$ cat src/sv/fdsm_pkg.sv
// ----------------------------------------------------------------------------
// Fall detector package
// Shared constants, codes and controller/datapath command types.
// ----------------------------------------------------------------------------
package fdsm_pkg;

   localparam int WINDOW = 64;
   localparam int WIN_AW = $clog2(WINDOW);
   localparam int SUM_W  = 16 + WIN_AW;
   localparam int SQ_W   = 32 + WIN_AW;
   localparam int MUL_W  = SUM_W;
   localparam int CMP_W  = 2 * MUL_W;
   localparam int ROOT_STEPS = 16;
   localparam int CNT_W  = $clog2(ROOT_STEPS);

   localparam logic [15:0] FREE_FALL_LEVEL_RST = 16'd2048;
   localparam logic [15:0] IMPACT_LEVEL_RST    = 16'd12288;
   localparam logic [31:0] POST_WAIT_RST       = 32'd2000;
   localparam logic [31:0] FF_TIMEOUT_RST      = 32'd2000;
   localparam logic [31:0] HOLD_RST            = 32'd10000;
   localparam logic [31:0] QUIET_LIMIT_RST     = 32'd167772;

   typedef enum logic [2:0] {
      REG_FREE_FALL_LEVEL = 3'd0,
      REG_IMPACT_LEVEL    = 3'd1,
      REG_POST_WAIT       = 3'd2,
      REG_FF_TIMEOUT      = 3'd3,
      REG_ALERT_HOLD      = 3'd4,
      REG_QUIET_LIMIT     = 3'd5
   } reg_index_type;

   typedef enum logic [2:0] {
      PH_NORMAL    = 3'd0,
      PH_FREE_FALL = 3'd1,
      PH_IMPACT    = 3'd2,
      PH_POST_FALL = 3'd3,
      PH_CONFIRMED = 3'd4
   } phase_type;

   typedef enum logic [2:0] {
      MUL_X   = 3'd0,
      MUL_Y   = 3'd1,
      MUL_Z   = 3'd2,
      MUL_MAG = 3'd3,
      MUL_OLD = 3'd4,
      MUL_SUM = 3'd5
   } mul_sel_type;

   typedef struct packed {
      logic        load;
      mul_sel_type mul_sel;
      logic        acc_en;
      logic        root_init;
      logic        root_step;
      logic        cap_magsq;
      logic        cap_oldsq;
      logic        upd;
      logic        cap_s2;
      logic        decide;
   } ctl_cmd_type;

   typedef struct packed {
      logic func;
   } ctl_sts_type;

endpackage

$ cat src/sv/fdsm_if.sv
// ----------------------------------------------------------------------------
// Fall detector channels
// Request, response and register write channels with valid/ready.
// ----------------------------------------------------------------------------
interface fdsm_req_if;
   logic               valid;
   logic               ready;
   logic               func;
   logic signed [15:0] accel_x;
   logic signed [15:0] accel_y;
   logic signed [15:0] accel_z;
   logic [31:0]        time_ms;
   modport source (output valid, func, accel_x, accel_y, accel_z, time_ms, input ready);
   modport sink   (input valid, func, accel_x, accel_y, accel_z, time_ms, output ready);
endinterface

interface fdsm_rsp_if;
   logic        valid;
   logic        ready;
   logic [2:0]  detector_state;
   logic        falling;
   logic        fallen;
   logic [15:0] accel_magnitude;
   logic [31:0] falls_total;
   logic [31:0] false_alarms_total;
   modport source (output valid, detector_state, falling, fallen, accel_magnitude,
                   falls_total, false_alarms_total, input ready);
   modport sink   (input valid, detector_state, falling, fallen, accel_magnitude,
                   falls_total, false_alarms_total, output ready);
endinterface

interface fdsm_csr_if;
   logic        valid;
   logic        ready;
   logic [2:0]  index;
   logic [31:0] data;
   modport source (output valid, index, data, input ready);
   modport sink   (input valid, index, data, output ready);
endinterface

$ cat src/sv/fall_detector_state_machine.sv
// ----------------------------------------------------------------------------
// Fall detector state machine
// Magnitude, windowed variance and five-phase fall detection per sample.
//
//   channel  direction  contents
//   req_bus  in         func, accel_x/y/z, time_ms
//   rsp_bus  out        detector_state, falling, fallen, accel_magnitude, totals
//   csr_bus  in         index, data (always ready)
//
// From accept to response valid a sample passes 3 squaring steps, 16 square-root
// iterations, squaring the new and oldest magnitude, window update, variance and
// decide; a reset request skips to decide. One request is in flight; the next is
// accepted the cycle after the response is taken. Synchronous reset clears the
// window through per-entry valid bits, so there is no clearing pass.
// ----------------------------------------------------------------------------
module fall_detector_state_machine
   import fdsm_pkg::*;
(
   input  logic       clock,
   input  logic       reset,
   fdsm_req_if.sink   req_bus,
   fdsm_rsp_if.source rsp_bus,
   fdsm_csr_if.sink   csr_bus
);

   ctl_cmd_type cmd;
   ctl_sts_type sts;

   assign csr_bus.ready = 1'b1;

   fdsm_ctrl u_ctrl (
      .clock     (clock),
      .reset     (reset),
      .req_valid (req_bus.valid),
      .req_ready (req_bus.ready),
      .rsp_valid (rsp_bus.valid),
      .rsp_ready (rsp_bus.ready),
      .sts       (sts),
      .cmd       (cmd)
   );

   fdsm_dpath u_dpath (
      .clock              (clock),
      .reset              (reset),
      .cmd                (cmd),
      .sts                (sts),
      .func               (req_bus.func),
      .accel_x            (req_bus.accel_x),
      .accel_y            (req_bus.accel_y),
      .accel_z            (req_bus.accel_z),
      .time_ms            (req_bus.time_ms),
      .cfg_we             (csr_bus.valid),
      .cfg_index          (csr_bus.index),
      .cfg_data           (csr_bus.data),
      .detector_state     (rsp_bus.detector_state),
      .falling            (rsp_bus.falling),
      .fallen             (rsp_bus.fallen),
      .accel_magnitude    (rsp_bus.accel_magnitude),
      .falls_total        (rsp_bus.falls_total),
      .false_alarms_total (rsp_bus.false_alarms_total)
   );

`ifndef SYNTHESIS
   a_no_early_rsp: assert property (@(posedge clock) disable iff (reset)
      (req_bus.valid && req_bus.ready) |=> !rsp_bus.valid)
      else $error("response valid right after accept");
   a_flags_excl: assert property (@(posedge clock) disable iff (reset)
      rsp_bus.valid |-> !(rsp_bus.falling && rsp_bus.fallen))
      else $error("falling and fallen both set");
   a_ready_after_rsp: assert property (@(posedge clock) disable iff (reset)
      (rsp_bus.valid && rsp_bus.ready) |=> req_bus.ready)
      else $error("not ready after response taken");
   a_busy_no_ready: assert property (@(posedge clock) disable iff (reset)
      rsp_bus.valid |-> !req_bus.ready)
      else $error("ready while response pending");
`endif

endmodule

$ cat src/sv/fdsm_ctrl.sv
// ----------------------------------------------------------------------------
// Fall detector controller
// Sequences squaring, square root, window update and the phase decision.
// ----------------------------------------------------------------------------
module fdsm_ctrl
   import fdsm_pkg::*;
(
   input  logic        clock,
   input  logic        reset,
   input  logic        req_valid,
   output logic        req_ready,
   output logic        rsp_valid,
   input  logic        rsp_ready,
   input  ctl_sts_type sts,
   output ctl_cmd_type cmd
);

   typedef enum logic [10:0] {
      ST_IDLE = 11'b00000000001,
      ST_SQX  = 11'b00000000010,
      ST_SQY  = 11'b00000000100,
      ST_SQZ  = 11'b00000001000,
      ST_ROOT = 11'b00000010000,
      ST_SQM  = 11'b00000100000,
      ST_SQO  = 11'b00001000000,
      ST_UPD  = 11'b00010000000,
      ST_VAR  = 11'b00100000000,
      ST_DEC  = 11'b01000000000,
      ST_OUT  = 11'b10000000000
   } ctl_state_type;

   ctl_state_type state_ff, state_in;
   logic [CNT_W-1:0] cnt_ff, cnt_in;

   always_comb begin
      state_in = state_ff;
      cnt_in   = cnt_ff;
      cmd      = '0;
      cmd.mul_sel = MUL_X;
      case (state_ff)
         ST_IDLE: begin
            if (req_valid) begin
               cmd.load = 1'b1;
               state_in = ST_SQX;
            end
         end
         ST_SQX: begin
            // reset request skips straight to the decision
            if (sts.func) begin
               state_in = ST_DEC;
            end else begin
               cmd.mul_sel = MUL_X;
               cmd.acc_en  = 1'b1;
               state_in    = ST_SQY;
            end
         end
         ST_SQY: begin
            cmd.mul_sel = MUL_Y;
            cmd.acc_en  = 1'b1;
            state_in    = ST_SQZ;
         end
         ST_SQZ: begin
            cmd.mul_sel   = MUL_Z;
            cmd.root_init = 1'b1;
            cnt_in        = '0;
            state_in      = ST_ROOT;
         end
         ST_ROOT: begin
            cmd.root_step = 1'b1;
            cnt_in        = cnt_ff + 1'b1;
            if (cnt_ff == CNT_W'(ROOT_STEPS - 1)) begin
               state_in = ST_SQM;
            end
         end
         ST_SQM: begin
            cmd.mul_sel   = MUL_MAG;
            cmd.cap_magsq = 1'b1;
            state_in      = ST_SQO;
         end
         ST_SQO: begin
            cmd.mul_sel   = MUL_OLD;
            cmd.cap_oldsq = 1'b1;
            state_in      = ST_UPD;
         end
         ST_UPD: begin
            cmd.upd  = 1'b1;
            state_in = ST_VAR;
         end
         ST_VAR: begin
            cmd.mul_sel = MUL_SUM;
            cmd.cap_s2  = 1'b1;
            state_in    = ST_DEC;
         end
         ST_DEC: begin
            cmd.decide = 1'b1;
            state_in   = ST_OUT;
         end
         ST_OUT: begin
            if (rsp_ready) begin
               state_in = ST_IDLE;
            end
         end
         default: begin
            state_in = ST_IDLE;
         end
      endcase
   end

   always_ff @(posedge clock) begin
      if (reset) begin
         state_ff <= ST_IDLE;
         cnt_ff   <= '0;
      end else begin
         state_ff <= state_in;
         cnt_ff   <= cnt_in;
      end
   end

   assign req_ready = (state_ff == ST_IDLE);
   assign rsp_valid = (state_ff == ST_OUT);

endmodule

$ cat src/sv/fdsm_dpath.sv
// ----------------------------------------------------------------------------
// Fall detector datapath
// Shared multiplier, square root, magnitude window and detector phase.
// ----------------------------------------------------------------------------
module fdsm_dpath
   import fdsm_pkg::*;
(
   input  logic               clock,
   input  logic               reset,
   input  ctl_cmd_type        cmd,
   output ctl_sts_type        sts,
   input  logic               func,
   input  logic signed [15:0] accel_x,
   input  logic signed [15:0] accel_y,
   input  logic signed [15:0] accel_z,
   input  logic [31:0]        time_ms,
   input  logic               cfg_we,
   input  logic [2:0]         cfg_index,
   input  logic [31:0]        cfg_data,
   output logic [2:0]         detector_state,
   output logic               falling,
   output logic               fallen,
   output logic [15:0]        accel_magnitude,
   output logic [31:0]        falls_total,
   output logic [31:0]        false_alarms_total
);

   // configuration
   logic [15:0] ff_level_ff, impact_level_ff;
   logic [31:0] post_wait_ff, ff_timeout_ff, hold_ff, limit_ff;

   always_ff @(posedge clock) begin
      if (reset) begin
         ff_level_ff     <= FREE_FALL_LEVEL_RST;
         impact_level_ff <= IMPACT_LEVEL_RST;
         post_wait_ff    <= POST_WAIT_RST;
         ff_timeout_ff   <= FF_TIMEOUT_RST;
         hold_ff         <= HOLD_RST;
         limit_ff        <= QUIET_LIMIT_RST;
      end else if (cfg_we) begin
         case (cfg_index)
            REG_FREE_FALL_LEVEL: ff_level_ff     <= cfg_data[15:0];
            REG_IMPACT_LEVEL:    impact_level_ff <= cfg_data[15:0];
            REG_POST_WAIT:       post_wait_ff    <= cfg_data;
            REG_FF_TIMEOUT:      ff_timeout_ff   <= cfg_data;
            REG_ALERT_HOLD:      hold_ff         <= cfg_data;
            REG_QUIET_LIMIT:     limit_ff        <= cfg_data;
            default: ;
         endcase
      end
   end

   // captured request
   logic        func_ff;
   logic [15:0] ax_ff, ay_ff, az_ff;
   logic [31:0] now_ff;

   always_ff @(posedge clock) begin
      if (cmd.load) begin
         func_ff <= func;
         ax_ff   <= accel_x[15] ? 16'(-accel_x) : accel_x;
         ay_ff   <= accel_y[15] ? 16'(-accel_y) : accel_y;
         az_ff   <= accel_z[15] ? 16'(-accel_z) : accel_z;
         now_ff  <= time_ms;
      end
   end

   assign sts.func = func_ff;

   // window storage
   logic [WIN_AW-1:0] wp_ff;
   logic [WINDOW-1:0] vld_ff;
   logic [15:0]       mem [WINDOW];
   logic [15:0]       rd_ff;
   logic [15:0]       old_mag;
   logic [15:0]       mag;

   always_ff @(posedge clock) begin
      if (cmd.upd) begin
         mem[wp_ff] <= mag;
      end
      rd_ff <= mem[wp_ff];
   end

   assign old_mag = vld_ff[wp_ff] ? rd_ff : 16'd0;

   // shared multiplier
   logic [MUL_W-1:0] mul_a;
   logic [CMP_W-1:0] prod;
   logic [SUM_W-1:0] sum_ff;

   always_comb begin
      case (cmd.mul_sel)
         MUL_X:   mul_a = MUL_W'(ax_ff);
         MUL_Y:   mul_a = MUL_W'(ay_ff);
         MUL_Z:   mul_a = MUL_W'(az_ff);
         MUL_MAG: mul_a = MUL_W'(mag);
         MUL_OLD: mul_a = MUL_W'(old_mag);
         MUL_SUM: mul_a = MUL_W'(sum_ff);
         default: mul_a = '0;
      endcase
      prod = CMP_W'(mul_a) * CMP_W'(mul_a);
   end

   // sum of squares and square root
   logic [31:0] acc_ff, rem_ff, root_ff, bit_ff;
   logic [31:0] trial;

   assign trial = root_ff + bit_ff;
   assign mag   = root_ff[15:0];

   always_ff @(posedge clock) begin
      if (cmd.load) begin
         acc_ff <= '0;
      end else if (cmd.acc_en) begin
         acc_ff <= acc_ff + prod[31:0];
      end
      if (cmd.root_init) begin
         rem_ff  <= acc_ff + prod[31:0];
         root_ff <= '0;
         bit_ff  <= 32'h4000_0000;
      end else if (cmd.root_step) begin
         if (rem_ff >= trial) begin
            rem_ff  <= rem_ff - trial;
            root_ff <= (root_ff >> 1) + bit_ff;
         end else begin
            root_ff <= root_ff >> 1;
         end
         bit_ff <= bit_ff >> 2;
      end
   end

   // running window statistics
   logic [31:0]      magsq_ff, oldsq_ff;
   logic [SQ_W-1:0]  sq_ff;
   logic [CMP_W-1:0] s2_ff;

   always_ff @(posedge clock) begin
      if (cmd.cap_magsq) begin
         magsq_ff <= prod[31:0];
      end
      if (cmd.cap_oldsq) begin
         oldsq_ff <= prod[31:0];
      end
      if (cmd.cap_s2) begin
         s2_ff <= prod;
      end
   end

   always_ff @(posedge clock) begin
      if (reset) begin
         wp_ff  <= '0;
         vld_ff <= '0;
         sum_ff <= '0;
         sq_ff  <= '0;
      end else if (cmd.upd) begin
         vld_ff[wp_ff] <= 1'b1;
         sum_ff <= sum_ff - SUM_W'(old_mag) + SUM_W'(mag);
         sq_ff  <= sq_ff - SQ_W'(oldsq_ff) + SQ_W'(magsq_ff);
         wp_ff  <= (wp_ff == WIN_AW'(WINDOW - 1)) ? '0 : wp_ff + 1'b1;
      end
   end

   // quiet test: N*Q - S*S < limit*N*N
   logic [CMP_W-1:0] nq, spread, lim_n2;
   logic             quiet;

   always_comb begin
      nq     = CMP_W'(sq_ff) * CMP_W'(WINDOW);
      spread = (nq >= s2_ff) ? nq - s2_ff : '0;
      lim_n2 = CMP_W'(limit_ff) * CMP_W'(WINDOW * WINDOW);
      quiet  = spread < lim_n2;
   end

   // detector phase
   phase_type   phase_ff, phase_in;
   logic [31:0] start_ff, start_in, falls_ff, falls_in, alarms_ff, alarms_in;
   logic [31:0] elapsed;
   logic [15:0] mag_out_ff;

   assign elapsed = now_ff - start_ff;

   always_comb begin
      phase_in  = phase_ff;
      start_in  = start_ff;
      falls_in  = falls_ff;
      alarms_in = alarms_ff;
      if (func_ff) begin
         phase_in = PH_NORMAL;
         start_in = '0;
      end else begin
         case (phase_ff)
            PH_NORMAL: begin
               if (mag < ff_level_ff) begin
                  phase_in = PH_FREE_FALL;
                  start_in = now_ff;
               end
            end
            PH_FREE_FALL: begin
               if (mag > impact_level_ff) begin
                  phase_in = PH_IMPACT;
                  start_in = now_ff;
               end else if (elapsed > ff_timeout_ff) begin
                  phase_in  = PH_NORMAL;
                  alarms_in = alarms_ff + 1'b1;
               end
            end
            PH_IMPACT: begin
               phase_in = PH_POST_FALL;
               start_in = now_ff;
            end
            PH_POST_FALL: begin
               if (!quiet) begin
                  phase_in  = PH_NORMAL;
                  alarms_in = alarms_ff + 1'b1;
               end else if (elapsed > post_wait_ff) begin
                  phase_in = PH_CONFIRMED;
                  falls_in = falls_ff + 1'b1;
               end
            end
            PH_CONFIRMED: begin
               if (elapsed > hold_ff) begin
                  phase_in = PH_NORMAL;
               end
            end
            default: begin
               phase_in = PH_NORMAL;
            end
         endcase
      end
   end

   always_ff @(posedge clock) begin
      if (reset) begin
         phase_ff  <= PH_NORMAL;
         start_ff  <= '0;
         falls_ff  <= '0;
         alarms_ff <= '0;
      end else if (cmd.decide) begin
         phase_ff  <= phase_in;
         start_ff  <= start_in;
         falls_ff  <= falls_in;
         alarms_ff <= alarms_in;
      end
   end

   always_ff @(posedge clock) begin
      if (cmd.decide) begin
         mag_out_ff <= func_ff ? 16'd0 : mag;
      end
   end

   assign detector_state     = phase_ff;
   assign falling            = (phase_ff == PH_FREE_FALL) || (phase_ff == PH_IMPACT);
   assign fallen             = (phase_ff == PH_CONFIRMED);
   assign accel_magnitude    = mag_out_ff;
   assign falls_total        = falls_ff;
   assign false_alarms_total = alarms_ff;

endmodule

$ cat src/flat_wrapper.sv
// flat-port wrapper written by rule: the top's interface ports become plain ports
module fall_detector_state_machine_flat import fdsm_pkg::*;
  (clock, reset, req_bus_valid, req_bus_func, req_bus_accel_x, req_bus_accel_y, req_bus_accel_z, req_bus_time_ms, req_bus_ready, rsp_bus_valid, rsp_bus_detector_state, rsp_bus_falling, rsp_bus_fallen, rsp_bus_accel_magnitude, rsp_bus_falls_total, rsp_bus_false_alarms_total, rsp_bus_ready, csr_bus_valid, csr_bus_index, csr_bus_data, csr_bus_ready);
  fdsm_req_if req_bus_i ();
  fdsm_rsp_if rsp_bus_i ();
  fdsm_csr_if csr_bus_i ();
  input  logic clock;
  input  logic reset;
  input wire logic [$bits(req_bus_i.valid)-1:0] req_bus_valid;
  input wire logic [$bits(req_bus_i.func)-1:0] req_bus_func;
  input wire logic [$bits(req_bus_i.accel_x)-1:0] req_bus_accel_x;
  input wire logic [$bits(req_bus_i.accel_y)-1:0] req_bus_accel_y;
  input wire logic [$bits(req_bus_i.accel_z)-1:0] req_bus_accel_z;
  input wire logic [$bits(req_bus_i.time_ms)-1:0] req_bus_time_ms;
  output wire logic [$bits(req_bus_i.ready)-1:0] req_bus_ready;
  output wire logic [$bits(rsp_bus_i.valid)-1:0] rsp_bus_valid;
  output wire logic [$bits(rsp_bus_i.detector_state)-1:0] rsp_bus_detector_state;
  output wire logic [$bits(rsp_bus_i.falling)-1:0] rsp_bus_falling;
  output wire logic [$bits(rsp_bus_i.fallen)-1:0] rsp_bus_fallen;
  output wire logic [$bits(rsp_bus_i.accel_magnitude)-1:0] rsp_bus_accel_magnitude;
  output wire logic [$bits(rsp_bus_i.falls_total)-1:0] rsp_bus_falls_total;
  output wire logic [$bits(rsp_bus_i.false_alarms_total)-1:0] rsp_bus_false_alarms_total;
  input wire logic [$bits(rsp_bus_i.ready)-1:0] rsp_bus_ready;
  input wire logic [$bits(csr_bus_i.valid)-1:0] csr_bus_valid;
  input wire logic [$bits(csr_bus_i.index)-1:0] csr_bus_index;
  input wire logic [$bits(csr_bus_i.data)-1:0] csr_bus_data;
  output wire logic [$bits(csr_bus_i.ready)-1:0] csr_bus_ready;
  assign req_bus_i.valid = req_bus_valid;
  assign req_bus_i.func = req_bus_func;
  assign req_bus_i.accel_x = req_bus_accel_x;
  assign req_bus_i.accel_y = req_bus_accel_y;
  assign req_bus_i.accel_z = req_bus_accel_z;
  assign req_bus_i.time_ms = req_bus_time_ms;
  assign req_bus_ready = req_bus_i.ready;
  assign rsp_bus_valid = rsp_bus_i.valid;
  assign rsp_bus_detector_state = rsp_bus_i.detector_state;
  assign rsp_bus_falling = rsp_bus_i.falling;
  assign rsp_bus_fallen = rsp_bus_i.fallen;
  assign rsp_bus_accel_magnitude = rsp_bus_i.accel_magnitude;
  assign rsp_bus_falls_total = rsp_bus_i.falls_total;
  assign rsp_bus_false_alarms_total = rsp_bus_i.false_alarms_total;
  assign rsp_bus_i.ready = rsp_bus_ready;
  assign csr_bus_i.valid = csr_bus_valid;
  assign csr_bus_i.index = csr_bus_index;
  assign csr_bus_i.data = csr_bus_data;
  assign csr_bus_ready = csr_bus_i.ready;
  fall_detector_state_machine u_core (.clock(clock), .reset(reset), .req_bus(req_bus_i), .rsp_bus(rsp_bus_i), .csr_bus(csr_bus_i));
endmodule
$ cat config.mk
export PLATFORM = sky130hd
export DESIGN_NAME = fall_detector_state_machine_flat
export DESIGN_NICKNAME = d
export VERILOG_FILES = /design/src/sv/fdsm_pkg.sv /design/src/sv/fdsm_if.sv /design/src/sv/fall_detector_state_machine.sv /design/src/sv/fdsm_ctrl.sv /design/src/sv/fdsm_dpath.sv /design/src/flat_wrapper.sv
export SDC_FILE = /design/constraint.sdc
export NUM_CORES = 2
export LEC_CHECK = 0
export ABC_AREA = 1
export ABC_CLOCK_PERIOD_IN_PS = 12500
export BUFFER_PORTS_ARGS = -buffer_cell sky130_fd_sc_hd__buf_2
export CORE_MARGIN = 2
export CORE_UTILIZATION = 64
export DETAILED_ROUTE_END_ITERATION = 10
export PLACE_DENSITY = 0.85
export SLEW_MARGIN = 10
export SYNTH_ARGS = -nofsm -noshare
export SYNTH_HDL_FRONTEND = slang
export SYNTH_HIERARCHICAL = 1
export SYNTH_SLANG_ARGS = --single-unit
$ cat constraint.sdc
create_clock -name clock -period 12.5 [get_ports clock]
set_input_delay 0.625 -clock clock [delete_from_list [all_inputs] [get_ports clock]]
set_output_delay 0.625 -clock clock [all_outputs]
set_load 0.01 [all_outputs]
; After elaboration in Yosys (flattened, before gate mapping)
; Memories as Yosys holds them, arrays and structs flattened. A register that Yosys moved wholly into a read port is not among the register bits.
; Index checks and enable logic that the tools add are counted.
[totals]
elab_cells = 174
latchBits = 0
out_inout_bits = 88
romBits = 0
ramBits = 1024
mem_count = 1
register_bits = 721
[memory_table]
columns = memory, depth, width, read_ports, rd_ports_with_merged_regs, write_ports, line
row1 = u_core.u_dpath.mem, 64, 16, 1, 1, 1, fdsm_dpath.sv:73  ; logic [15:0] mem [WINDOW];
[op_classes]
div_mod_pow = 0
shifts = 0
muxes = 51
reduce_logical = 22
n_lt_le_gt_ge = 10
n_mul = 1
bitwise_logic = 2
n_addsub = 17
n_eq_ne = 38
[op_table]
columns = cell, n
row1 = two-way mux 32 bit, 10
row2 = one-hot mux 22 bit (6 select lines), 1
row3 = one-hot mux 11 bit (11 select lines), 1
row4 = > comparator 32 bit, 3
row5 = one-hot mux 32 bit (3 select lines), 1
row6 = adder 32 x 1 -> 32 bit (second input constant), 2
row7 = OR 64 bit, 1
row8 = one-hot mux 32 bit (2 select lines), 1
row9 = subtractor 32 bit, 2
row10 = negator 16 bit, 3
row11 = two-way mux 15 bit, 3
row12 = greater-or-equal comparator 44 bit, 1
row13 = < comparator 44 bit, 1
row14 = multiplier 22 x 22 -> 44 bit, 1
row15 = two-way mux 44 bit, 1
row16 = subtractor 44 bit, 1
row17 = adder 38 x 32 -> 38 bit, 1
row18 = subtractor 38 x 32 -> 38 bit, 1
row19 = two-way mux 11 bit, 3
row20 = adder 31 x 31 -> 32 bit, 1
row21 = adder 32 x 31 -> 32 bit, 1
row22 = adder 32 bit, 1
row23 = greater-or-equal comparator 32 bit, 1
row24 = adder 22 x 16 -> 22 bit, 1
row25 = 50 further kinds, 98

; Longest topological paths before layout
[logic_depth]
word_depth = 7
mapped_depth = 53

; By module
; The synthesis kept the hierarchy.
[modules_own_cells]
columns = mod, seq_area_each_um2, area_each_um2, n_inst, cells_each
row1 = fdsm_dpath, 47485.5, 95801.9, 1, 9626
row2 = fdsm_ctrl, 300.3, 863.3, 1, 130
row3 = fall_detector_state_machine, 0.0, 11.3, 1, 2

; Worst setup path after synthesis
; OpenSTA, ideal clock, no wires.
[synth_timing]
path_type = register to register
startpoint = register u_core.u_dpath.root_ff[10]
endpoint = register u_core.u_dpath.rem_ff[28] (data pin)
setup_ps = 268
arrival_time_ps = 8861
setup_slack_ps = 3370
required_time_ps = 12232
path_stages_with_launch = 37
synth_period_minus_slack_ps = 9130
path_cell_list = dfxtp_1 -> inv_1 -> o211ai_1 -> a221oi_1 -> nand2_1 -> clkbuf_1 -> nand2_1 -> fa_1 -> fa_1 -> fa_1 -> inv_1 -> fa_1 -> inv_1 -> fa_1 -> inv_1 -> fa_1 -> fa_1 -> ha_1 -> nand2_1 -> nor2_1 -> inv_1 -> nor3_1 -> a21oi_1 -> o21ai_0 -> xor2_1 -> ha_1 -> nand2_1 -> inv_1 -> a21oi_1 -> a21boi_0 -> o21ai_1 -> a21oi_1 -> o21ai_0 -> nand2_1 -> nand2_1 -> nand2_1 -> o21ai_0
[synth_lines]
columns = element, line
row1 = start: declaration, fdsm_dpath.sv:106  ; logic [31:0] acc_ff, rem_ff, root_ff, bit_ff;
row2 = start signal: assignment, fdsm_dpath.sv:125  ; root_ff <= (root_ff >> 1) + bit_ff;
row3 = start signal: assignment, fdsm_dpath.sv:127  ; root_ff <= root_ff >> 1;
row4 = one-hot mux 22 bit (6 select lines), fdsm_dpath.sv:93  ; case (cmd.mul_sel)
row5 = multiplier 22 x 22 -> 44 bit, fdsm_dpath.sv:102  ; prod = CMP_W'(mul_a) * CMP_W'(mul_a);
row6 = named net u_core.u_dpath.prod[18], fdsm_dpath.sv:89  ; logic [CMP_W-1:0] prod;
row7 = adder 32 bit, fdsm_dpath.sv:119  ; rem_ff <= acc_ff + prod[31:0];
row8 = two-way mux 32 bit, fdsm_dpath.sv:118  ; if (cmd.root_init) begin
row9 = end signal: assignment, fdsm_dpath.sv:119
row10 = end signal: assignment, fdsm_dpath.sv:124  ; rem_ff <= rem_ff - trial;
row11 = end: declaration, fdsm_dpath.sv:106
; The timed path passes the listed nets, and every way through them passes these cells. The select of a mux whose other input is x is not followed.
; A chain may end at the register's enable or synchronous reset.

; Worst setup path in the final report
[layout_timing]
startpoint = register u_core.u_dpath.wp_ff[0]
endpoint = register u_core.u_dpath.rem_ff[28] (data pin)
[layout_between]
elab_chain_cells = 7
[layout_rtl]
columns = element, line
row1 = start: declaration, fdsm_dpath.sv:71  ; logic [WIN_AW-1:0] wp_ff;
row2 = start signal: assignment, fdsm_dpath.sv:160  ; wp_ff <= (wp_ff == WIN_AW'(WINDOW - 1)) ? '0 : wp_ff + 1'b1;
row3 = binary-select mux 1 bit (select 6 bit), fdsm_dpath.sv:85  ; assign old_mag = vld_ff[wp_ff] ? rd_ff : 16'd0;
row4 = two-way mux 1 bit (implied by the code), fdsm_dpath.sv:85
row5 = two-way mux 16 bit, fdsm_dpath.sv:85
row6 = one-hot mux 22 bit (6 select lines), fdsm_dpath.sv:93
row7 = multiplier 22 x 22 -> 44 bit, fdsm_dpath.sv:102
row8 = named net u_core.u_dpath.prod[18], fdsm_dpath.sv:89
row9 = adder 32 bit, fdsm_dpath.sv:119
row10 = two-way mux 32 bit, fdsm_dpath.sv:118
; The timed path passes the listed nets, and every way through them passes these cells. The select of a mux whose other input is x is not followed.

==> reports/metrics.yaml <==
status: "complete, no violations"
num_vias: 75100
die_area_um2: 154000
maxCapViolCount: 0
wl_per_cell_um: 23.1
first_iter_violations: 9714
reg2reg_from: "u_core/u_dpath/wp_ff[0]"
cts_tree: "yes"
io_pins: 209
grt_max_degree: 104
max_slew.worst_pin.slew_ns: 1.37
r2r-end: "u_core/u_dpath/rem_ff[28]"
grt-ovfl-total: 0
antenna_left: 0
clock_sinks: 1758
yosysMostFrequentCell: "inv_1"
drt-total-wl_um: 281000
synth_seq_area_share: 0.494
grt_pass1_wl_um: 423000
drive_gt1_frac: 0.0733
firstDrtPassIters: 8
ff2ff_path_depth: 45
rows: 142
fin_area_um2: 106000
post-route-drc-count: 0
worstSetupPathType: "reg2reg"
ys.flop_type: "edfxtp_1"
vdd_drop_max_v: 0.00100
async_flop_share: 0
cts_setup_buffers: 0
hold_ws_ns: 0.0370
antenna_found_initial: 25
fmax_ghz: 0.0862
path_clk_slew_ns: 0.06
cts_buffers: 170
post-synth-top-area-cell: "edfxtp_1"
min_period_over_period: 0.928
crit_top_cell: "nand2_1"
worst_hold_path_type: "in2reg"
leakagePower_uw: 0.0445
period_minus_slack_ns: 11.60
place_area_um2: 100000
path_max_fanout: 26
final_util: 0.709
ys_ff_latch: 1758
worstHoldPathCells: 1
grt_use_total: 0.361
synthDistinctLibCells: 70
port_buffers: 207
syn_inst: 9758
setup_viol: 0
power_density_nw_per_um2: 293
coreArea_um2: 150000
synth.top_cells.by_area: "edfxtp_1, dfxtp_1, fa_1, ha_1, inv_1"
end_kind: "register"
via_per_inst: 6.16
min_from: "req_bus_accel_y[0]"
syn-num-nets: 10800
fill_cells: 10400
hpwl_um: 194000
htree_levels: 4
cp.arrival_ns: 12.10
synth_edf_count: 1258
cpPeakStageDelay_ns: 0.70
fp.dieW_um: 393
synth_top_area_share: 0.391
finalHoldViolCount: 0
maxSlewHeadroom: 0.0866
nets: 11100
clkLatencyLatePin_ns: 0.82
r2r_slack_ns: 0.90
clockRootBuffer: "clkbuf_16"
tns_ns: 0
clk_path_buf_depth: 3
fp.dieH_um: 393
fin_skew_ns: 0.0559
worstHoldEndpoint: "u_core/u_dpath/ay_ff[0]"
netlist_area_um2: 96700
grt_setup_unrepaired: "no"
postSynthAreaPerCell_um2: 9.91
required_ns: 12.99
slew_viol_final: 0
critPathSlowestCell: "nor2_4"
synthToLayoutAreaGrowth_pct: 9.96
start_util: 0.645
ys_top_cells_by_count: "inv_1, nand2_1, edfxtp_1, nor2_1, a21oi_1"
synth_warnings: 6
grt_pass1_vias: 73700
cp-start-kind: "register"
place_congestion: 0.994
==> how the worst max path moves through the flow <==
stage / to / start / slack [ns] / depth (start not counted)
floorplan: u_core/u_dpath/rem_ff[28] / u_core/u_dpath/root_ff[10] / 3.37 / 36
global placement: u_core/u_dpath/rem_ff[28] / u_core/u_dpath/wp_ff[0] / 1.11 / 49
detailed placement: u_core/u_dpath/rem_ff[28] / u_core/u_dpath/wp_ff[0] / 0.87 / 43
CTS: u_core/u_dpath/rem_ff[28] / u_core/u_dpath/wp_ff[0] / 0.84 / 45
global route: u_core/u_dpath/rem_ff[28] / u_core/u_dpath/wp_ff[0] / 0.18 / 46
finish: u_core/u_dpath/rem_ff[28] / u_core/u_dpath/wp_ff[0] / 0.90 / 45
==> worst max-delay path, delay by kind of cell (launching register included) <==
kind | cells | cell delay (ns)
compound gates | 10 | 1.84
xor+xnor | 1 | 0.45
fa+ha+maj | 9 | 4.37
buf+inv | 7 | 0.74
flops | 1 | 0.67
simple gates | 18 | 3.18
==> placed cells by master, fill, tap and decap left out, types with 52 or more instances in the layout <==
cell type / n
nand2_1: 1473
clkbuf_16: 173
nor2_1: 761
nand4_1: 190
o211ai_1: 59
o21ai_0: 465
edfxtp_1: 1258
a211oi_1: 52
nor3_1: 97
ha_1: 545
buf_2: 206
a22o_1: 123
fa_1: 395
buf_4: 170
xor2_1: 190
a221oi_1: 152
xnor2_1: 107
dfxtp_1: 484
a21oi_1: 720
a22oi_1: 158
inv_1: 1591
nand3_1: 191
==> metrics by stage <==
step,std cells,power [uW],worst slack (ns)
6_report,12200,31200,0.898
5_1_grt,12200,32600,0.178
4_1_cts,12200,31000,0.836
3_5_place_dp,11800,25800,0.871
3_3_place_gp,11800,25600,1.11
2_1_floorplan,9758,21000,3.37
==> flip-flops by register name, indices dropped and copies added (netlist names), 38 cells and up <==
name / count
u_core/u_dpath/mem: 1024
u_core/u_dpath/vld_ff: 64
u_core/u_dpath/s2_ff: 43
u_core/u_dpath/sq_ff: 38
==> area by class of cell <==
class                      instances  area (um2)  area share
clock buffer                     221        4570      0.0430
clock inverter                    97        1090      0.0103
multi-input combinational       6056       41500       0.391
inverter                        1619        6090      0.0572
timing repair buffer             413        2670      0.0252
antenna                           10        25.0    0.000235
sequential                      1758       47800       0.450
tap                             2016        2520      0.0237
==> per-layer routing <==
metal,share of wire,global-route usage
met5,0.00040,0
met4,0.046,0.150
met3,0.13,0.100
met2,0.45,0.560
met1,0.37,0.479
==> kinds of logic (layout without fill, tap and decap cells) <==
| group | after synthesis | after routing | share of synthesized area |
|---|---|---|---|
| adders and majority gates | 940 | 940 | 0.152 |
| DFF | 1758 | 1758 | 0.494 |
| AOI/OAI and AO/OA | 1979 | 1979 | 0.127 |
| and+or+nand+nor | 2838 | 2839 | 0.123 |
| buffers and inverters | 1945 | 2350 | 0.0769 |
| xor gates and xnor gates | 297 | 297 | 0.0269 |
| other | 1 | 11 | 0.0000388 |
==> power breakdown <==
part	internal, uW	total [uW]	switching (uW)
Combinational	5610	18400	12800
Sequential	7510	7560	52.2
Clock	2940	5230	2290
Total	16100	31200	15100
==> timing repair <==
item | 4_1_cts | 5_1_grt
endpoints found under the setup margin | 0 | 1
resized for setup | 0 | 1
hold buffers | 34 | 0
hold endpoints to repair | 34 | 0
No activity file was read; power rests on OpenSTA's default activity.
